`src/rtl/mtdf_fifo.sv`:
```
// two-entry queue, full and empty straight from the fill count
module mtdf_fifo #(
    parameter int WIDTH = 8
) (
    input  logic             clk,
    input  logic             rst_n,
    input  logic             push,
    input  logic [WIDTH-1:0] wdata,
    output logic             full,
    input  logic             pop,
    output logic [WIDTH-1:0] rdata,
    output logic             empty
);

    logic [WIDTH-1:0] entry_reg [2];
    logic             wr_ptr_reg, wr_ptr_next;
    logic             rd_ptr_reg, rd_ptr_next;
    logic [1:0]       count_reg, count_next;
    logic             do_push, do_pop;

    assign full    = (count_reg == 2'd2);
    assign empty   = (count_reg == 2'd0);
    assign rdata   = entry_reg[rd_ptr_reg];
    assign do_push = push && !full;
    assign do_pop  = pop && !empty;

    always_comb
    begin
        wr_ptr_next = do_push ? !wr_ptr_reg : wr_ptr_reg;
        rd_ptr_next = do_pop ? !rd_ptr_reg : rd_ptr_reg;
        count_next  = count_reg;
        if (do_push && !do_pop)
        begin
            count_next = count_reg + 2'd1;
        end
        else if (do_pop && !do_push)
        begin
            count_next = count_reg - 2'd1;
        end
    end

    always_ff @(posedge clk or negedge rst_n)
    begin
        if (!rst_n)
        begin
            wr_ptr_reg <= 1'b0;
            rd_ptr_reg <= 1'b0;
            count_reg  <= 2'd0;
        end
        else
        begin
            wr_ptr_reg <= wr_ptr_next;
            rd_ptr_reg <= rd_ptr_next;
            count_reg  <= count_next;
        end
    end

    always_ff @(posedge clk)
    begin
        if (do_push)
        begin
            entry_reg[wr_ptr_reg] <= wdata;
        end
    end

endmodule

```
`config.mk`:
```
export PLATFORM = sky130hd
export DESIGN_NAME = mtdf_fifo
export DESIGN_NICKNAME = d
export VERILOG_FILES = /design/src/rtl/mtdf_fifo.sv
export SDC_FILE = /design/constraint.sdc
export NUM_CORES = 1
export LEC_CHECK = 0
export ABC_AREA = 1
export BUFFER_PORTS_ARGS = -buffer_cell sky130_fd_sc_hd__clkbuf_2
export CAP_MARGIN = 5
export CORE_MARGIN = 2
export CORE_UTILIZATION = 55
export CTS_BUF_LIST = sky130_fd_sc_hd__clkbuf_4
export CTS_CLUSTER_SIZE = 16
export DETAILED_ROUTE_END_ITERATION = 8
export HOLD_SLACK_MARGIN = 0.15
export PLACE_DENSITY = 0.93
export SYNTH_ARGS = -nofsm -noshare
export SYNTH_HDL_FRONTEND = slang
export SYNTH_SLANG_ARGS = --single-unit
```
`constraint.sdc`:
```
create_clock -name clk -period 2.2 [get_ports clk]
set_input_delay 0.55 -clock clk [delete_from_list [all_inputs] [get_ports clk]]
set_output_delay 0.55 -clock clk [all_outputs]
set_load 0.03 [all_outputs]
```
Yosys cells after proc, flatten, opt, wreduce, memory -nomap -nowiden. Memories as Yosys holds them, arrays and structs flattened. Index checks and enable logic that the tools add are counted.

Logic and storage cells: 23. RAM bits: 16. Register bits after elaboration: 4. Output and inout bits: 10. Memories: 1. Bits of input ports: 12.

Memory list: entry_reg (words 2, bits a word 8, rd ports 1, clocked after memory_dff 0, wr ports 1, RTL line 15) `logic [WIDTH-1:0] entry_reg [2];`.

Reductions and logical operators: 12. Add/sub/neg operators: 2. Muxes and demuxes: 4. Equal/unequal tests: 1.

Operators with widths (number): $logic_not 1->1 (6); $logic_and 1x1->1 (4); $mux 2 (2); $add 2x1->2 const B (1); $eq 2x2->1 const B (1); $logic_not 2->1 (1); $mux 1 (2); $reduce_bool 2->1 (1); $sub 2x1->2 const B (1).

Depth between registers and ports, before layout. Gate-level depths: netlist of the first run.

Depth after elaboration: 7. Mapped depth: 9. Gate-level depth less buffers: 9.

Worst setup path before layout of the first run. No wires, ideal clock.

Path kind: register to register. Start point: register count_reg[0]. End point: register count_reg[1]. Period minus slack after synthesis: 1498 ps. Cell stages (with the launch flop): 8. Arrival: 1381 ps. Setup slack: 702 ps. Library setup time: 117 ps. Path through: dfrtp_1 -> nor2_2 -> nor2_2 -> ha_1 -> inv_1 -> nand3_1 -> nand2_1 -> nand2_1.

Word-level cells in the longest chain between the ends: 6.

Ends and longest elaborated chain: start, declared (RTL line 18) `logic [1:0] count_reg, count_next;`; start signal, assigned (RTL line 54) `count_reg <= count_next;`; $eq 2x2->1 (*) (RTL line 21) `assign full = (count_reg == 2'd2);`; net full (RTL line 9) `output logic full,`; $logic_not 1->1 (*) (RTL line 24) `assign do_push = push && !full;`; $logic_and 1x1->1 (*) (RTL line 24); net do_push (RTL line 19) `logic do_push, do_pop;`; $logic_not 1->1 (RTL line 36) `else if (do_pop && !do_push)`; $logic_and 1x1->1 (RTL line 36); $reduce_bool 2->1 (no line).

Mark *: on every way through the listed nets, which the timed path passes. The rest lies on a longest branch. The select of a mux whose other input is x is not followed. A chain may end at the register's enable or synchronous reset.

Final worst setup path of the first run.
Start point: register rd_ptr_reg. End point: output port rdata[1].

Word-level cells in the longest chain between the ends: 1.

Ends and longest elaborated chain: start, declared (RTL line 17) `logic rd_ptr_reg, rd_ptr_next;`; start signal, assigned (RTL line 53) `rd_ptr_reg <= rd_ptr_next;`; $mem_v2 2x8; end, declared (RTL line 11) `output logic [WIDTH-1:0] rdata,`.

Every way passes these cells.

==> flow_summary.json, run 1 <==
{
  "slew_violations": 0,
  "grt_pass1_vias": 563,
  "drv_cap": 0,
  "syn_nets": 86,
  "initial_core_util_pct": 60.7,
  "vias_per_cell": 5.02,
  "hold_depth": 1,
  "drt-total-wl_mm": 1.40,
  "clkPwrFrac_pct": 19.4,
  "synth_xor_area_share_pct": 1.08,
  "clkTransAtPathRegs_ns": 0.11,
  "switchingPower_w": 0.000610,
  "grt_overflow": 0,
  "hp-start": "wdata[6]",
  "hold_path_class": "in -> reg",
  "fin_tns_setup_ns": 0,
  "p_leak_nw": 0.484,
  "synthSimpleGateAreaFrac_pct": 20.1,
  "cts_tree": "done",
  "setup_violations": 0,
  "seq_area_frac_synth_pct": 71.7,
  "final_common_cell": "nand2_1",
  "diodes": 0,
  "path_delay_family": "flip-flops",
  "max-vdd-ir-drop_mv": 0.997,
  "r2r_start": "count_reg[0]",
  "mostFrequentLayoutCells": "nand2_1, clkbuf_2, edfxtp_1",
  "root_buffer": "clkbuf_4",
  "seqPwrFrac_pct": 40.2,
  "antenna_found_initial": 0,
  "drive_gt1_share_pct": 29.3,
  "rows": 13,
  "io_pins": 22,
  "place_hpwl_mm": 1.04,
  "cts.sinks": 20,
  "r2r_end": "count_reg[1]",
  "cpMostUsedCell": "nand2_1",
  "synth_compound_area_share_pct": 1.24,
  "grt_usage_pct": 18.6,
  "p_int_w": 0.000885,
  "slowest_delay_ns": 0.51,
  "critPathLaunchType": "flop",
  "grt_pass1_wl_mm": 2.39,
  "areaGrowthSynthToFinish_pct": 23.3,
  "period_minus_slack_ns": 1.91,
  "hold_viol_final": 0,
  "layout.nets": 113,
  "whs_endpoint": "entry_reg[1][6]",
  "maxSlewHeadroom_pct": 77.7,
  "worst-path-buf-inv": 2,
  "endpoint_kind": "output pin",
  "cp_max_fo": 10,
  "cts-buffers-inserted": 3,
  "path_cells": "inv_2 > nand2_1 > nand2_1 > clkbuf_2",
  "htree_levels": 1,
  "synth.area.mux_share_pct": 0,
  "synth_area_sq_um": 810,
  "die_w_um": 42.4,
  "dp_slack_ns": 0.651,
  "clk_latency_ns": 0.29,
  "globalplace.congestion": 0.779,
  "r2r_cells": 6,
  "criticalPathCategory": "reg -> out",
  "wl_per_cell_um": 12.2,
  "largest_register_ffs": 16,
  "core-area_sq_mm": 0.00133,
  "drc": 0,
  "clock_skew_ns": 0.00803,
  "worst_pin_slew_ns": 0.334,
  "grt_max_degree": 13,
  "synthCells": 73,
  "r2r_slack_ns": 0.75,
  "synth_top_family_by_area": "simple AND/OR/NAND/NOR gates",
  "yosys.area_share.adder_pct": 1.55,
  "setup_ws_ns": 0.294,
  "finalCritPeriodShare_pct": 86.6,
  "die_h_um": 42.4,
  "power_density_mw_per_mm2": 1500,
  "first_pass_iters": 6,
  "status": "finished clean",
  "ctsResizeCount": 0,
  "grt_setup_unrepaired": "no",
  "cp_slowest_cell": "dfrtp_1",
  "max_clock_freq_mhz": 525,
  "fillers": 84,
  "num_vias": 572,
  "port-buffer-count": 21,
  "crit_required_ns": 1.65,
  "pwr-share-comb_pct": 40.5,
  "die-area_sq_mm": 0.00179,
  "dr.first_iter.drc_count": 13,
  "cts.path.max_buffers": 2,
  "synth.distinct_cells": 14,
  "arrival_ns": 1.36,
  "swShare_pct": 40.8,
  "synth_area_per_cell_sq_um": 11.1,
  "synth-seq-cells": 20,
  "postRouteAntennaNets": 0,
  "yosys_warnings": 0
}
worst max path at each step:
stage	start	end	cells past startpoint
global route	rd_ptr_reg	rdata[1]	4
finish	rd_ptr_reg	rdata[1]	4
global placement	rd_ptr_reg	rdata[1]	4
floorplan	count_reg[0]	count_reg[1]	7
CTS	rd_ptr_reg	rdata[1]	4
detailed placement	rd_ptr_reg	rdata[1]	4
power by group through the flow:
stage	clock (W)	combinational [W]	sequential [W]
finish	0.000289	0.000605	0.000600
global route	0.000313	0.000664	0.000614
CTS	0.000293	0.000609	0.000601
detailed placement	0	0.000602	0.000607
global placement	0	0.000579	0.000602
floorplan	0	0.000465	0.000571
layout make-up:
cell class              count  area [sq um]  share of cell area [%]
repair buffers             23           123                    12.3
multi-input cells          44           194                    19.4
clock inverters             1          30.0                    3.01
well taps                  15          18.8                    1.88
flip-flops and latches     20           581                    58.1
inverters                   8          30.0                    3.01
clock buffers               3          22.5                    2.26
through the flow:
step / hold slack (ns) / total power (W) / instance area (sq um) / instances / utilization [%]
final: 0.445 / 0.00149 / 998 / 114 / 74.9
after global placement: 0.364 / 0.00118 / 936 / 109 / 70.2
after CTS: 0.435 / 0.00150 / 998 / 114 / 74.9
after floorplan: 0.254 / 0.00104 / 810 / 73 / -
after detailed placement: 0.362 / 0.00121 / 936 / 109 / 70.2
after global routing: 0.415 / 0.00159 / 998 / 114 / 74.9
repair_timing:
item                                   CTS  global route
buffers inserted                         0             0
hold buffers                             1             0
endpoints found under the hold margin    4             0
synthesized netlist by cell type (all sizes together):
cell	number	area, sq um
dfrtp	4	100
buf	1	5.00
nand2	33	124
nand4	1	6.26
nand3	1	5.00
edfxtp	16	480
o21ai	2	10.0
nand3b	1	7.51
ha	1	12.5
xnor2	1	8.76
inv	8	30.0
nor2	4	20.0
cell families (layout without fill, tap and decap cells):
group | after synthesis | after routing
buffers and inverters | 9 | 35
XOR/XNOR | 1 | 1
adder cells (fa/ha/maj) | 1 | 1
flip-flops | 20 | 20
AND/OR/NAND/NOR | 40 | 40
AO/OA/AOI/OAI | 2 | 2
metal layers:
layer / wire length, um / vias to the layer above / track usage (%)
met5: 0 / - / 0
met4: 0 / 0 / 7.50
met3: 58 / 0 / 5.17
met2: 761 / 13 / 33.2
met1: 576 / 270 / 20.5
li1: - / 289 / -
(Power assumes the default switching activity.)
==> run 2, diff against run 1 <==
BUFFER_PORTS_ARGS = unset   (was -buffer_cell sky130_fd_sc_hd__clkbuf_2)
DONT_BUFFER_PORTS = 1   (was unset)
PLACE_DENSITY = 0.8   (was 0.93)
==> run 2 against run 1 <==
Worst setup slack improved by 0.047 ns. Core utilization down 7.9 points. Combinational power fell by 17%. Clock-buffer cell count stayed put. Hold slack worse by 0.11 ns. Die area stayed put. Clock skew decreased by 0.0071 ns. Total power is 6.4% lower. Via count is 16% lower. First-iteration DRC count is 77% lower. Critical path type unchanged. Critical endpoint is now rdata[3]. Highest routed layer is now met4.
==> flow_summary.json, run 2 (synthesis results as in run 1) <==
{
  "max-vdd-ir-drop_mv": 0.890,
  "maxSlewHeadroom_pct": 60.2,
  "power_w": 0.00140,
  "io_pins": 22,
  "globalplace.congestion": 0.665,
  "die_w_um": 42.4,
  "diodes": 0,
  "cp_max_fo": 10,
  "clkTransAtPathRegs_ns": 0.11,
  "port-buffer-count": 0,
  "grt_usage_pct": 15.2,
  "htree_levels": 1,
  "crit_required_ns": 1.65,
  "cts_hold_buf": 1,
  "finalCritPeriodShare_pct": 84.5,
  "die_h_um": 42.4,
  "first_pass_iters": 4,
  "clock_skew_ns": 0.000980,
  "cts_setup_buffers": 0,
  "grt_pass1_wl_mm": 1.93,
  "period_minus_slack_ns": 1.86,
  "antenna_found_initial": 0,
  "final_common_cell": "nand2_1",
  "grt_max_degree": 13,
  "place_hpwl_um": 869,
  "power_density_mw_per_mm2": 1570,
  "drt-total-wl_mm": 1.26,
  "slew_violations": 0,
  "drive_gt1_share_pct": 10.3,
  "p_leak_nw": 0.396,
  "root_buffer": "clkbuf_4",
  "dr.first_iter.drc_count": 3,
  "grt_overflow": 0,
  "endpoint_kind": "output pin",
  "die-area_sq_mm": 0.00179,
  "cts_tree": "done",
  "arrival_ns": 1.31,
  "core-area_sq_mm": 0.00133,
  "vias_per_cell": 5.16,
  "num_vias": 480,
  "postRouteAntennaNets": 0,
  "status": "finished clean",
  "clk_latency_ns": 0.30,
  "layout.nets": 92,
  "ctsResizeCount": 0,
  "critPathLaunchType": "flop",
  "drc": 0,
  "largest_register_ffs": 16,
  "wl_per_cell_um": 13.5,
  "cts-buffers-inserted": 3,
  "worst_pin_slew_ns": 0.594,
  "cts.sinks": 20,
  "cts.path.max_buffers": 2,
  "fin_tns_setup_ns": 0,
  "setup_violations": 0,
  "drv_cap": 0,
  "criticalPathCategory": "reg -> out",
  "areaGrowthSynthToFinish_pct": 10.4,
  "grt_pass1_vias": 453,
  "mostFrequentLayoutCells": "nand2_1, edfxtp_1, inv_1",
  "hold_viol_final": 0,
  "grt_setup_unrepaired": "no",
  "hold_path_class": "in -> reg",
  "max_clock_freq_mhz": 538,
  "initial_core_util_pct": 60.7,
  "rows": 13
}
## run 2: cell count changes in the layout (fill, tap and decap cells not counted)
cell and delta:
clkbuf_2 -21
## run 2: cell type report
class / instances / area (sq um)
clock buffer: 3 / 22.5
clock inverter: 1 / 30.0
fill: 98 / 440
inverter: 8 / 30.0
multi-input combinational: 44 / 194
sequential: 20 / 581
tap: 15 / 18.8
timing repair buffer: 2 / 17.5
## run 2: layer usage
metal / vias to the layer above / GRT usage (%) / wire length (um)
met5: - / 0 / 0
met4: 0 / 9.38 / 34
met3: 5 / 8.19 / 129
met2: 19 / 22.8 / 615
met1: 212 / 17.0 / 479
li1: 244 / - / -
## run 2: power breakdown
group	leakage, nW	total, W	switching, W	internal [W]
Combinational	0.171	0.000505	0.000396	0.000109
Sequential	0.197	0.000597	0.0000721	0.000525
Clock	0.0279	0.000297	0.000113	0.000184
## run 2: stage by stage
step / util [%] / std cells / cell area, sq um / hold WS [ns] / setup WS, ns
after floorplan: - / 73 / 810 / 0.254 / 0.702
after global placement: 62.3 / 88 / 831 / 0.255 / 0.624
after detailed placement: 62.3 / 88 / 831 / 0.255 / 0.583
after CTS: 67.0 / 93 / 893 / 0.330 / 0.341
after global routing: 67.0 / 93 / 893 / 0.322 / 0.261
final: 67.0 / 93 / 893 / 0.333 / 0.341
## run 2: worst paths after layout
path / from / slack, ns / depth (start not counted) / endpoint
min in group asynchronous: rst_n / 0.51 / 1 / count_reg[1]
hold / removal: wdata[3] / 0.33 / 0 / entry_reg[1][3]
setup / recovery: rd_ptr_reg / 0.34 / 3 / rdata[3]
setup reg to reg: count_reg[0] / 0.56 / 7 / count_reg[1]
hold reg to reg: wr_ptr_reg / 0.49 / 2 / wr_ptr_reg
max in group asynchronous: rst_n / 1.51 / 1 / wr_ptr_reg
## run 2: critical path: stages, from the launching register on
cell	delay, ns
dfrtp_1	0.51
inv_2	0.18
nand2_1	0.07
nand2_1	0.24
