===== src/rtl/mtdf_pkg.sv =====
package mtdf_pkg;

    // input item kinds (kind 3 decodes as a clear)
    localparam logic [1:0] KIND_FILTER = 2'd0;
    localparam logic [1:0] KIND_APPEND = 2'd1;

    localparam logic [3:0] ST_PASS_NONE = 4'd0;
    localparam logic [3:0] ST_PASS_DIV  = 4'd1;
    localparam logic [3:0] ST_SHORT     = 4'd2;
    localparam logic [3:0] ST_ZERO_DIV  = 4'd3;
    localparam logic [3:0] ST_DECIMATED = 4'd4;
    localparam logic [3:0] ST_NO_RULE   = 4'd5;
    localparam logic [3:0] ST_STORED    = 4'd6;
    localparam logic [3:0] ST_FULL      = 4'd7;
    localparam logic [3:0] ST_CLEARED   = 4'd8;

    typedef enum logic [1:0] {
        OP_FILTER,
        OP_APPEND,
        OP_CLEAR
    } op_t;

    typedef struct packed {
        op_t         op;
        logic        short_msg;
        logic [15:0] type_id;
        logic [15:0] divisor;
    } cmd_t;

    typedef struct packed {
        logic [15:0] rtype;
        logic [15:0] div;
        logic [15:0] cnt;
    } row_t;

    typedef struct packed {
        logic       pass_msg;
        logic [3:0] status;
    } res_t;

    typedef enum logic {
        BK_IDLE,
        BK_SCAN
    } bk_state_t;

endpackage


===== src/rtl/mtdf_fifo.sv =====
// two-entry queue, full and empty straight from the fill count
module mtdf_fifo #(
    parameter int WIDTH = 8
) (
    input  logic             clk,
    input  logic             rst_n,
    input  logic             push,
    input  logic [WIDTH-1:0] wdata,
    output logic             full,
    input  logic             pop,
    output logic [WIDTH-1:0] rdata,
    output logic             empty
);

    logic [WIDTH-1:0] entry_reg [2];
    logic             wr_ptr_reg, wr_ptr_next;
    logic             rd_ptr_reg, rd_ptr_next;
    logic [1:0]       count_reg, count_next;
    logic             do_push, do_pop;

    assign full    = (count_reg == 2'd2);
    assign empty   = (count_reg == 2'd0);
    assign rdata   = entry_reg[rd_ptr_reg];
    assign do_push = push && !full;
    assign do_pop  = pop && !empty;

    always_comb
    begin
        wr_ptr_next = do_push ? !wr_ptr_reg : wr_ptr_reg;
        rd_ptr_next = do_pop ? !rd_ptr_reg : rd_ptr_reg;
        count_next  = count_reg;
        if (do_push && !do_pop)
        begin
            count_next = count_reg + 2'd1;
        end
        else if (do_pop && !do_push)
        begin
            count_next = count_reg - 2'd1;
        end
    end

    always_ff @(posedge clk or negedge rst_n)
    begin
        if (!rst_n)
        begin
            wr_ptr_reg <= 1'b0;
            rd_ptr_reg <= 1'b0;
            count_reg  <= 2'd0;
        end
        else
        begin
            wr_ptr_reg <= wr_ptr_next;
            rd_ptr_reg <= rd_ptr_next;
            count_reg  <= count_next;
        end
    end

    always_ff @(posedge clk)
    begin
        if (do_push)
        begin
            entry_reg[wr_ptr_reg] <= wdata;
        end
    end

endmodule


===== src/rtl/mtdf_front.sv =====
// decodes the item kind, flags short messages, queues the command
module mtdf_front import mtdf_pkg::*; #(
    parameter int MIN_MSG_LENGTH = 6
) (
    input  logic        clk,
    input  logic        rst_n,
    input  logic        push,
    output logic        full,
    input  logic [1:0]  kind,
    input  logic [15:0] type_id,
    input  logic [9:0]  frame_len,
    input  logic [15:0] rule_divisor,
    output logic        cmd_valid,
    output cmd_t        cmd,
    input  logic        cmd_pop
);

    localparam logic [9:0] MIN_LEN = 10'(MIN_MSG_LENGTH);

    cmd_t in_cmd;
    logic cmd_empty;

    always_comb
    begin
        case (kind)
            KIND_FILTER: in_cmd.op = OP_FILTER;
            KIND_APPEND: in_cmd.op = OP_APPEND;
            default:     in_cmd.op = OP_CLEAR;
        endcase
        in_cmd.short_msg = (frame_len < MIN_LEN);
        in_cmd.type_id   = type_id;
        in_cmd.divisor   = rule_divisor;
    end

    mtdf_fifo #(
        .WIDTH($bits(cmd_t))
    ) u_cmd_fifo (
        .clk   (clk),
        .rst_n (rst_n),
        .push  (push),
        .wdata (in_cmd),
        .full  (full),
        .pop   (cmd_pop),
        .rdata (cmd),
        .empty (cmd_empty)
    );

    assign cmd_valid = !cmd_empty;

endmodule


===== config.mk =====
export PLATFORM = sky130hd
export DESIGN_NAME = mtdf_front
export DESIGN_NICKNAME = d
export VERILOG_FILES = /design/src/rtl/mtdf_pkg.sv /design/src/rtl/mtdf_fifo.sv /design/src/rtl/mtdf_front.sv
export SDC_FILE = /design/constraint.sdc
export NUM_CORES = 1
export LEC_CHECK = 0
export ABC_CLOCK_PERIOD_IN_PS = 6450
export BUFFER_PORTS_ARGS = -buffer_cell sky130_fd_sc_hd__buf_4
export CAP_MARGIN = 20
export CELL_PAD_IN_SITES_DETAIL_PLACEMENT = 0
export CELL_PAD_IN_SITES_GLOBAL_PLACEMENT = 1
export CORE_ASPECT_RATIO = 0.8
export CORE_MARGIN = 4
export CORE_UTILIZATION = 30
export DETAILED_ROUTE_END_ITERATION = 16
export PLACE_DENSITY_LB_ADDON = 0.25
export SLEW_MARGIN = 25
export SYNTH_ARGS = -nofsm -noshare
export SYNTH_HDL_FRONTEND = slang
export SYNTH_SLANG_ARGS = --single-unit

===== constraint.sdc =====
create_clock -name clk -period 6.45 [get_ports clk]
set_input_delay 1.29 -clock clk [delete_from_list [all_inputs] [get_ports clk]]
set_output_delay 1.29 -clock clk [all_outputs]
set_load 0.01 [all_outputs]

# After elaboration in Yosys (flattened, before gate mapping)
# Memories as Yosys holds them, arrays and structs flattened.
# Index checks and enable logic that the tools add are counted.
# word_totals
register_bits	4
ramBits	70
inputBits	48
out_inout_bits	37
word_cells	27
mem_count	1
# mem_list
name	words	word_bits	rd	rd_ports_with_merged_regs	wr	line	text
u_cmd_fifo.entry_reg	2	35	1	0	1	mtdf_fifo.sv:15	logic [WIDTH-1:0] entry_reg [2];
# classes
add_sub_neg	2
magnitude_cmp	1
n_eq_ne	2
muxes	5
n_reduce_logical	13
# op_table
cell	n
10-bit by 3-bit less-than comparator with 1-bit output (second input constant)	1
1-bit zero test	6
1-bit logical AND	4
2-bit zero test	2
2-bit two-way mux	2
2-bit one-hot mux with 2 select lines	1
2-bit by 1-bit adder with 2-bit output (second input constant)	1
2-bit by 1-bit equality test with 1-bit output (second input constant)	1
2-bit equality test (second input constant)	1
1-bit two-way mux	2
2-bit nonzero test	1
2-bit by 1-bit subtractor with 2-bit output (second input constant)	1

# Depth between registers and ports, before layout
# Gate-level depths: netlist of the first run.
# logic_depth
ltp_word	7
mapped_depth	7
ltp_nobuf	7

# Modules after synthesis
# Synthesis of the first run repeated with hierarchy kept, for this count alone.
# hier_totals
cells_unflattened	135
hier_area_um2	2907.8
# modules_own_cells
module	instances	cells_per_inst	area_each_um2	seq_area_each_um2
mtdf_fifo	1	128	2872.8	2202.1
mtdf_front	1	7	35.0	0.0

# Worst setup path before layout of the first run
# OpenSTA, ideal clock, no wires.
# synth_path
path_kind	input to register
from	input push
to	memory u_cmd_fifo.entry_reg[0][0] in the netlist's numbering, enable pin
setup_time_ns	0.427
t_arrival_ns	2.857
required_time_ns	6.023
setup_slack_ns	3.166
cell_stages	2
n_path_buf	0
path_cell_list	nand2_1 nor2_1
# synth_via
elab_chain_len	3
# synth_rtl
item	line	text
start, declared	mtdf_front.sv:7	input logic push,
1-bit logical AND	mtdf_fifo.sv:24	assign do_push = push && !full;
1-bit two-way mux	mtdf_fifo.sv:60	if (do_push)
1-bit two-way mux (implied by the code)	mtdf_fifo.sv:62	entry_reg[wr_ptr_reg] <= wdata;
end, declared	mtdf_fifo.sv:15	
# Every way passes these cells.

==> impl_metrics.json, run 1 <==
{
  "relSlewSlack_pct": 42.0,
  "ir_worst_vdd_mv": 0.344,
  "rr_worst_depth": 4,
  "drive_gt1_share_pct": 59.4,
  "grt-ovfl-total": 0,
  "largest_reg_flops": 70,
  "portBuffers": 83,
  "worst-r2r-setup-slack_ns": 4.69,
  "critical_path.endpoint_type": "output port",
  "cts_resized": 0,
  "mostFrequentLayoutCells": "buf_4 (83), edfxtp_1 (70), mux2_4 (29), clkbuf_16 (9), mux2_2 (6)",
  "syn_nets": 183,
  "hold_viol_final": 0,
  "syn2layout_area_growth_pct": 35.9,
  "diodes": 0,
  "viasPerCell": 4.21,
  "synthDistinctLibCells": 18,
  "min_to": "u_cmd_fifo.count_reg[1]",
  "synthXorXnorAreaFrac_pct": 1.51,
  "clk_path_buf_depth": 2,
  "vias": 1447,
  "startpoint_type": "flip-flop",
  "antenna_found_initial": 0,
  "synth_top_family_by_area": "multiplexers",
  "fin_area_um2": 3950,
  "finalWirelength_um": 5060,
  "grt_first_pass_wirelength_um": 7690,
  "multi_input_area_um2": 628,
  "min_period_over_period_pct": 47.1,
  "grtUsageTotal_pct": 9.11,
  "fin_worst_skew_ns": 0.00664,
  "finalCriticalPeriod_ns": 3.04,
  "min-delay-start": "u_cmd_fifo.count_reg[1]",
  "r2r-end": "u_cmd_fifo.entry_reg[0][28]",
  "crit_type": "flip-flop to output port",
  "layout_commonest_cell": "buf_4",
  "synthMuxAreaShare_pct": 17.3,
  "cts_hold_buf": 0,
  "yosysWarnings": 0,
  "post_cts_buffers": 0,
  "r2r-start": "u_cmd_fifo.count_reg[0]",
  "die_h_um": 96,
  "dp_cells": 328,
  "regArea_um2": 2210,
  "whs_path_depth": 1,
  "cts_made_buffers": 9,
  "outcome": "finished clean",
  "stdcell_count": 344,
  "clk_latency_ns": 0.32,
  "cts.root.buffer_cell": "clkbuf_16",
  "avgSynthCellArea_um2": 21.7,
  "syn_area_um2": 2900,
  "clock.fmax_mhz": 329,
  "final.setup.tns_ns": 0,
  "yosysSeqAreaShare_pct": 75.8,
  "final_max_slew_viol_count": 0,
  "io_pins": 85,
  "cap_violations": 0,
  "synth_fa_ha_area_share_pct": 0.431,
  "drt_drc_violations_left": 0,
  "antenna_left": 0,
  "synth_compound_area_share_pct": 0,
  "routabilityCongestion": 0.646,
  "grt_pass1_vias": 1581,
  "cts_max_level": 3,
  "setup-violations-final": 0,
  "syn_inst": 134,
  "synth-simple-area-share_pct": 2.07,
  "rsz0062_at_grt": "false",
  "tritoncts": "done",
  "post_dp_cell_area_um2": 3640,
  "die_w_um": 118,
  "grt_start_max_net_pins": 37,
  "initial_utilization_pct": 31.5,
  "path_clk_slew_ns": 0.06,
  "path_max_fanout": 36,
  "rows": 31,
  "first_iter_violations": 20,
  "arrival_ns": 1.75,
  "ys_ff_latch": 74,
  "clock_sinks": 74,
  "coreArea_um2": 9230,
  "fin_nets": 273,
  "cp.required_ns": 5.16,
  "dpl.hpwl_um": 3360,
  "final_core_util_pct": 42.8,
  "power.leakage_nw": 1.59,
  "fillerInstances": 863,
  "hold_path_class": "flip-flop to flip-flop",
  "tightest_slew_ns": 0.870,
  "drt_pass1_iterations": 4,
  "wire_per_inst_um": 14.7,
  "powerDensity_nw_per_um2": 460,
  "dieArea_um2": 11300,
  "finalPower_mw": 1.82
}
cell type report:
class                      count  area share, %
sequential                    74           55.9
timing repair buffer          84           16.5
multi-input combinational     53           15.9
clock buffer                  11           5.90
tap                          115           3.65
clock inverter                 5           2.00
inverter                       2          0.190
critical path, cell delays in order, from the launching register on:
cell     delay [ns]
dfrtp_4        0.86
mux2_2         0.41
buf_4          0.14
power by group:
group | switching (mW) | internal [mW] | total [mW] | leakage [nW]
sequential | 0.0912 | 0.662 | 0.753 | 0.697
clock | 0.178 | 0.338 | 0.516 | 0.153
combinational | 0.215 | 0.331 | 0.546 | 0.737
metal layers:
layer  GRT usage [%]  routed length (um)  vias up
li1                -                   -      698
met1            10.3                2210      681
met2            14.0                2300       61
met3            5.46                 472        7
met4            4.10                  75        0
met5               0                   0        -
per-stage QoR:
step	setup slack (ns)	hold slack, ns
after floorplan	3.17	0.456
after global placement	3.42	0.489
after detailed placement	3.71	0.503
after CTS	3.35	0.516
after global routing	3.33	0.532
final	3.41	0.516
synthesized netlist by cell type, drive strengths merged:
library cell  number  area (um^2)
ha                 1         12.5
nor2b              1         6.26
edfxtp            70         2100
buf                4         71.3
xor2               2         17.5
nor4               2         12.5
mux2              35          503
xnor2              3         26.3
dfrtp              4          100
nand2b             1         6.26
or2                1         6.26
and3               1         6.26
nor2               2         7.51
clkbuf             1         3.75
nand2              4         15.0
inv                2         7.51
kinds of logic after synthesis:
group                      count (synthesis)
DFF                                       74
muxes                                     35
and+or+nand+nor                           12
buffers and inverters                      7
xor gates and xnor gates                   5
adders and majority gates                  1
worst max-delay path by stage:
stage	cells after the start	end	start	slack [ns]
after global placement	2	cmd[2]	u_cmd_fifo.rd_ptr_reg	3.42
after detailed placement	2	cmd[2]	u_cmd_fifo.rd_ptr_reg	3.71
final	2	cmd[2]	u_cmd_fifo.rd_ptr_reg	3.41
after global routing	2	cmd[0]	u_cmd_fifo.rd_ptr_reg	3.33
after floorplan	2	u_cmd_fifo.entry_reg[0][0]	push	3.17
after CTS	2	cmd[2]	u_cmd_fifo.rd_ptr_reg	3.35
Power figures use the tool's default switching activity.
==> run 2: changes to the inputs <==
--- a/config.mk
+++ b/config.mk
@@ -5,7 +5,8 @@
 export SDC_FILE = /design/constraint.sdc
 export NUM_CORES = 1
 export LEC_CHECK = 0
-export ABC_CLOCK_PERIOD_IN_PS = 6450
+export ABC_AREA = 1
+export ABC_CLOCK_PERIOD_IN_PS = 2700
 export BUFFER_PORTS_ARGS = -buffer_cell sky130_fd_sc_hd__buf_4
 export CAP_MARGIN = 20
 export CELL_PAD_IN_SITES_DETAIL_PLACEMENT = 0
==> constraint.sdc (replaced) <==
create_clock -name clk -period 2.7 [get_ports clk]
set_input_delay 0.54 -clock clk [delete_from_list [all_inputs] [get_ports clk]]
set_output_delay 0.54 -clock clk [all_outputs]
set_load 0.01 [all_outputs]
==> run 2 against run 1 <==
Against the previous run:
- total power rose by 130%
- non-clock buffer count rose by 6
- via count rose by 23%
- cell area fell by 0.89%
- largest power group unchanged
==> impl_metrics.json, run 2 <==
{
  "max_stage_delay_ns": 0.72,
  "synthDistinctLibCells": 21,
  "antenna_found_initial": 0,
  "clk_latency_ns": 0.32,
  "initial_utilization_pct": 31.3,
  "diodes": 0,
  "yosysTopAreaCell": "edfxtp_1",
  "layout_commonest_cell": "nand2_1",
  "avgSynthCellArea_um2": 12.9,
  "crit_slowest_cell": "dfrtp_1",
  "final_max_slew_viol_count": 0,
  "grt_pass1_vias": 1670,
  "largest_reg_flops": 70,
  "yosysWarnings": 0,
  "min_period_over_period_pct": 80.7,
  "viasPerCell": 4.11,
  "synth_compound_area_share_pct": 0.173,
  "powerDensity_nw_per_um2": 1080,
  "synth_fa_ha_area_share_pct": 0.434,
  "tightest_slew_ns": 0.602,
  "dpl.hpwl_um": 3880,
  "synthXorXnorAreaFrac_pct": 0.304,
  "coreArea_um2": 9230,
  "hold_viol_final": 0,
  "relSlewSlack_pct": 59.9,
  "cap_violations": 0,
  "grt_first_pass_wirelength_um": 8490,
  "final_core_util_pct": 42.4,
  "ir_worst_vdd_mv": 0.477,
  "first_iter_violations": 67,
  "path_max_fanout": 16,
  "synth-simple-area-share_pct": 18.6,
  "fin_nets": 365,
  "yosysSeqAreaShare_pct": 76.3,
  "clock_sinks": 74,
  "antenna_left": 0,
  "synth_ff_type": "edfxtp_1",
  "drive_gt1_share_pct": 37.5,
  "final.setup.tns_ns": 0,
  "ys_ff_latch": 74,
  "grt_start_max_net_pins": 37,
  "die_w_um": 118,
  "portBuffers": 83,
  "rows": 31,
  "syn2layout_area_growth_pct": 35.6,
  "cts_max_level": 3,
  "grt-ovfl-total": 0,
  "cts.root.buffer_cell": "clkbuf_16",
  "fin_worst_skew_ns": 0.00611,
  "synthMuxAreaShare_pct": 0,
  "yosysMostFrequentCell": "nand2_1",
  "synth_top_family_by_area": "simple AND/OR/NAND/NOR gates",
  "hold_path_class": "input port to flip-flop",
  "arrival_ns": 1.64,
  "drt_pass1_iterations": 3,
  "drt_drc_violations_left": 0,
  "tritoncts": "done",
  "yosysTopAreaCellShare_pct": 72.9,
  "clk_path_buf_depth": 2,
  "grtUsageTotal_pct": 10.1,
  "crit_family": "flip-flops",
  "ys_top_cells_by_count": "nand2_1 (104), edfxtp_1 (70), nand2_2 (13)",
  "io_pins": 85,
  "startpoint_type": "flip-flop",
  "rsz0062_at_grt": "false",
  "setup-violations-final": 0,
  "syn_area_um2": 2890,
  "outcome": "finished clean",
  "finalPower_mw": 4.22,
  "async_flop_share_pct": 5.41,
  "synth_edf_count": 70,
  "die_h_um": 95.7,
  "path_clk_slew_ns": 0.05,
  "synth_area_leaders": "edfxtp_1 (73%), nand2_1 (14%), dfrtp_1 (3.5%), nand2_2 (2.8%), buf_6 (1.6%)",
  "crit_type": "flip-flop to output port",
  "syn_nets": 272,
  "clock.fmax_mhz": 459,
  "cts_made_buffers": 9,
  "routabilityCongestion": 0.738,
  "wire_per_inst_um": 12.9,
  "finalWirelength_um": 5610,
  "critical_path.endpoint_type": "output port",
  "syn_inst": 223,
  "mostFrequentLayoutCells": "nand2_1 (104), buf_4 (89), edfxtp_1 (70), nand2_2 (13), clkbuf_16 (9)",
  "cp_num_buf_inv": 2,
  "power.leakage_nw": 1.69,
  "dieArea_um2": 11300,
  "cp.required_ns": 2.16,
  "vias": 1786,
  "crit_chain": "buf_4 > nand2_1 > nand2_1 > buf_4",
  "finalCriticalPeriod_ns": 2.18
}
## run 2: power breakdown
group / internal, mW / leakage (nW) / switching (mW) / total [mW]
registers: 1.57 / 0.700 / 0.111 / 1.68
logic: 0.612 / 0.853 / 0.834 / 1.45
clock network: 0.703 / 0.137 / 0.390 / 1.09
total: 2.88 / 1.69 / 1.33 / 4.22
## run 2: cells by family after synthesis
family / after synthesis
DFF: 74
and+or+nand+nor: 129
adders and majority gates: 1
AOI/OAI and AO/OA: 1
xor gates and xnor gates: 1
buffers and inverters: 17
## run 2: worst register-to-register path, stage by stage (launching register included)
cell	delay, ns
dfrtp_1	0.45
o21ai_0	0.22
nor2_4	0.49
buf_4	0.31
## run 2: final timing paths
check,from,endpoint,slack (ns),cells past startpoint
worst max-delay path,u_cmd_fifo.rd_ptr_reg,cmd[19],0.52,4
worst max register to register,u_cmd_fifo.count_reg[0],u_cmd_fifo.entry_reg[1][29],0.92,3
min in group asynchronous,rst_n,u_cmd_fifo.count_reg[0],0.55,2
worst min register to register,u_cmd_fifo.wr_ptr_reg,u_cmd_fifo.wr_ptr_reg,0.48,2
worst min-delay path,type_id[11],u_cmd_fifo.entry_reg[1][27],0.40,1
max in group asynchronous,rst_n,u_cmd_fifo.wr_ptr_reg,2.05,2
## run 2: timing repair
item                      CTS  global route
resized for setup           0             0
hold endpoints to repair    3             0
hold buffers                1             0
setup buffers               0             0
## run 2: cell type report
| type | count | area [um^2] |
|---|---|---|
| inverters | 9 | 41.3 |
| clock buffers | 11 | 233 |
| fillers | 874 | 5320 |
| well taps | 115 | 144 |
| flip-flops and latches | 74 | 2200 |
| clock inverters | 4 | 43.8 |
| repair buffers | 90 | 678 |
| multi-input cells | 132 | 571 |
## run 2: per-layer routing
metal  part of all wire (%)  global-route usage (%)  up-vias
li1                       -                       -      925
met1                     45                    12.5      802
met2                     47                    15.6       54
met3                    7.1                    4.76        5
met4                    1.0                    3.80        0
met5                      0                       0        -
## run 2: through the flow
| stage | hold slack [ns] | area [um^2] | worst slack (ns) | std cells |
|---|---|---|---|---|
| 2_1_floorplan | 0.244 | 2890 | 0.149 | 223 |
| 3_3_place_gp | 0.341 | 3630 | 0.793 | 419 |
| 3_5_place_dp | 0.341 | 3630 | 0.759 | 419 |
| 4_1_cts | 0.391 | 3910 | 0.489 | 435 |
| 5_1_grt | 0.387 | 3910 | 0.386 | 435 |
| 6_report | 0.402 | 3910 | 0.521 | 435 |
==> run 3: changes to the inputs <==
--- a/config.mk
+++ b/config.mk
@@ -6,7 +6,7 @@
 export NUM_CORES = 1
 export LEC_CHECK = 0
 export ABC_AREA = 1
-export ABC_CLOCK_PERIOD_IN_PS = 2700
+export ABC_CLOCK_PERIOD_IN_PS = 2300
 export BUFFER_PORTS_ARGS = -buffer_cell sky130_fd_sc_hd__buf_4
 export CAP_MARGIN = 20
 export CELL_PAD_IN_SITES_DETAIL_PLACEMENT = 0
==> constraint.sdc (replaced) <==
create_clock -name clk -period 2.3 [get_ports clk]
set_input_delay 0.46 -clock clk [delete_from_list [all_inputs] [get_ports clk]]
set_output_delay 0.46 -clock clk [all_outputs]
set_load 0.01 [all_outputs]
==> run 3 against run 2 <==
Against the previous run:
- die area unchanged
- sequential power grew 15%
- largest cell class unchanged
- global-route usage is 0.29 points higher
- cell count unchanged
- sequential cell count stayed put
- total power rose by 23%
- critical endpoint is now cmd[12]
- sequential share of layout area shrank 0.78 points
==> impl_metrics.json, run 3 (synthesized netlist as in run 2, its figures left out) <==
{
  "min_period_over_period_pct": 80.6,
  "initial_utilization_pct": 31.3,
  "routabilityCongestion": 0.632,
  "portBuffers": 83,
  "tritoncts": "done",
  "arrival_ns": 1.39,
  "layout_commonest_cell": "nand2_1",
  "syn2layout_area_growth_pct": 37.5,
  "cts_max_level": 3,
  "grtUsageTotal_pct": 10.4,
  "worst-r2r-setup-slack_ns": 0.90,
  "hold_viol_final": 0,
  "rsz0062_at_grt": "false",
  "setup-violations-final": 0,
  "hold_path_class": "input port to flip-flop",
  "p_int_mw": 3.61,
  "mostFrequentLayoutCells": "nand2_1 (104), buf_4 (89), edfxtp_1 (70), nand2_2 (13), clkbuf_16 (9)",
  "powerDensity_nw_per_um2": 1310,
  "critical_path.endpoint_type": "output port",
  "rr_worst_depth": 3,
  "startpoint_type": "flip-flop",
  "p_switching_mw": 1.59,
  "final_max_slew_viol_count": 0,
  "finalCriticalPeriod_ns": 1.85,
  "clkPwrFrac_pct": 29.4,
  "switching_share_pct": 30.6,
  "wire_per_inst_um": 12.8,
  "die_w_um": 118,
  "crit_path_end": "cmd[12]",
  "power.leakage_nw": 1.71,
  "antenna_found_initial": 0,
  "clk_latency_ns": 0.32,
  "path_clk_slew_ns": 0.06,
  "tightest_slew_ns": 0.440,
  "p_seq_share_pct": 37.4,
  "grt-ovfl-total": 0,
  "fillerInstances": 876,
  "diodes": 0,
  "grt_pass1_vias": 1815,
  "comb_power_share_pct": 33.3,
  "viasPerCell": 4.12,
  "grt_first_pass_wirelength_um": 8830,
  "cts.root.buffer_cell": "clkbuf_16",
  "grt_start_max_net_pins": 37,
  "outcome": "finished clean",
  "drive_gt1_share_pct": 38.1,
  "clock.fmax_mhz": 539,
  "cts_resized": 0,
  "die_h_um": 95.7,
  "drt_drc_violations_left": 0,
  "first_iter_violations": 41,
  "coreArea_um2": 9230,
  "final.setup.tns_ns": 0,
  "worstSetupStartpoint": "u_cmd_fifo.rd_ptr_reg",
  "relSlewSlack_pct": 70.4,
  "clk_path_buf_depth": 2,
  "fin_nets": 365,
  "crit_type": "flip-flop to output port",
  "path_max_fanout": 21,
  "cp.required_ns": 1.84,
  "cap_violations": 0,
  "final_core_util_pct": 43.0,
  "largest_reg_flops": 70,
  "ir_worst_vdd_mv": 0.532,
  "dpl.hpwl_um": 3780,
  "dieArea_um2": 11300,
  "post_cts_buffers": 0,
  "r2r-start": "u_cmd_fifo.count_reg[0]",
  "vias": 1792,
  "fin_worst_skew_ns": 0.00624,
  "clock_sinks": 74,
  "finalWirelength_um": 5570,
  "rows": 31,
  "cts_made_buffers": 9,
  "antenna_left": 0,
  "r2r-end": "u_cmd_fifo.entry_reg[1][25]",
  "io_pins": 85,
  "drt_pass1_iterations": 4
}
run 3: cell count changes in the layout (fill, tap and decap cells not counted):
| cell | previous run | this run |
|---|---|---|
| clkinv_2 | 2 | 1 |
| clkbuf_1 | 2 | 0 |
| clkinvlp_4 | 0 | 1 |
| bufinv_16 | 1 | 3 |
run 3: critical path, cell delays in order (launching register included):
cell and delay [ns]:
dfrtp_1 0.47, buf_4 0.31, nand2_1 0.08, nand2_1 0.09
buf_4 0.12
run 3: worst min path at each step:
stage / startpoint / endpoint / slack, ns / cells past startpoint
3_3_place_gp: rst_n / u_cmd_fifo.count_reg[1] / 0.26 / 1
6_report: rule_divisor[2] / u_cmd_fifo.entry_reg[1][2] / 0.32 / 1
5_1_grt: type_id[4] / u_cmd_fifo.entry_reg[0][20] / 0.30 / 1
2_1_floorplan: rst_n / u_cmd_fifo.count_reg[0] / 0.16 / 0
4_1_cts: type_id[14] / u_cmd_fifo.entry_reg[0][30] / 0.31 / 1
3_5_place_dp: rst_n / u_cmd_fifo.count_reg[1] / 0.26 / 1
run 3: per-layer routing:
| layer | up-vias | routed length [um] | track usage, % | part of all wire [%] |
|---|---|---|---|---|
| li1 | 923 | - | - | - |
| met1 | 795 | 2420 | 11.9 | 43 |
| met2 | 63 | 2520 | 16.4 | 45 |
| met3 | 11 | 537 | 5.52 | 9.6 |
| met4 | 0 | 92 | 4.68 | 1.7 |
| met5 | - | 0 | 0 | 0 |
run 3: final cells by class:
| class | count | area (um^2) | area share (%) |
|---|---|---|---|
| Clock buffer | 9 | 225 | 5.68 |
| Clock inverter | 6 | 106 | 2.68 |
| Inverter | 9 | 41.3 | 1.04 |
| Multi-Input combinational cell | 132 | 571 | 14.4 |
| Sequential cell | 74 | 2200 | 55.5 |
| Tap cell | 115 | 144 | 3.63 |
| Timing Repair Buffer | 90 | 678 | 17.1 |
run 3: metrics by stage:
stage / hold slack [ns] / instances / instance area [um^2] / power (mW) / worst slack, ns
floorplan: 0.164 / 223 / 2890 / 2.98 / 0.393
global placement: 0.261 / 419 / 3630 / 3.75 / 0.758
detailed placement: 0.262 / 419 / 3630 / 3.75 / 0.761
CTS: 0.305 / 435 / 3970 / 5.30 / 0.402
global route: 0.303 / 435 / 3970 / 5.55 / 0.325
finish: 0.319 / 435 / 3970 / 5.20 / 0.446
run 3: repair_timing:
item	in CTS	in global routing
endpoints found under the setup margin	0	0
endpoints found under the hold margin	4	0
hold buffers	1	0
run 3: power by group through the flow:
stage	logic, mW	clock network [mW]	registers, mW
after floorplan	1.03	0	1.95
after global placement	1.78	0	1.96
after detailed placement	1.78	0	1.97
after CTS	1.79	1.57	1.94
after global routing	1.95	1.63	1.97
final	1.73	1.53	1.94
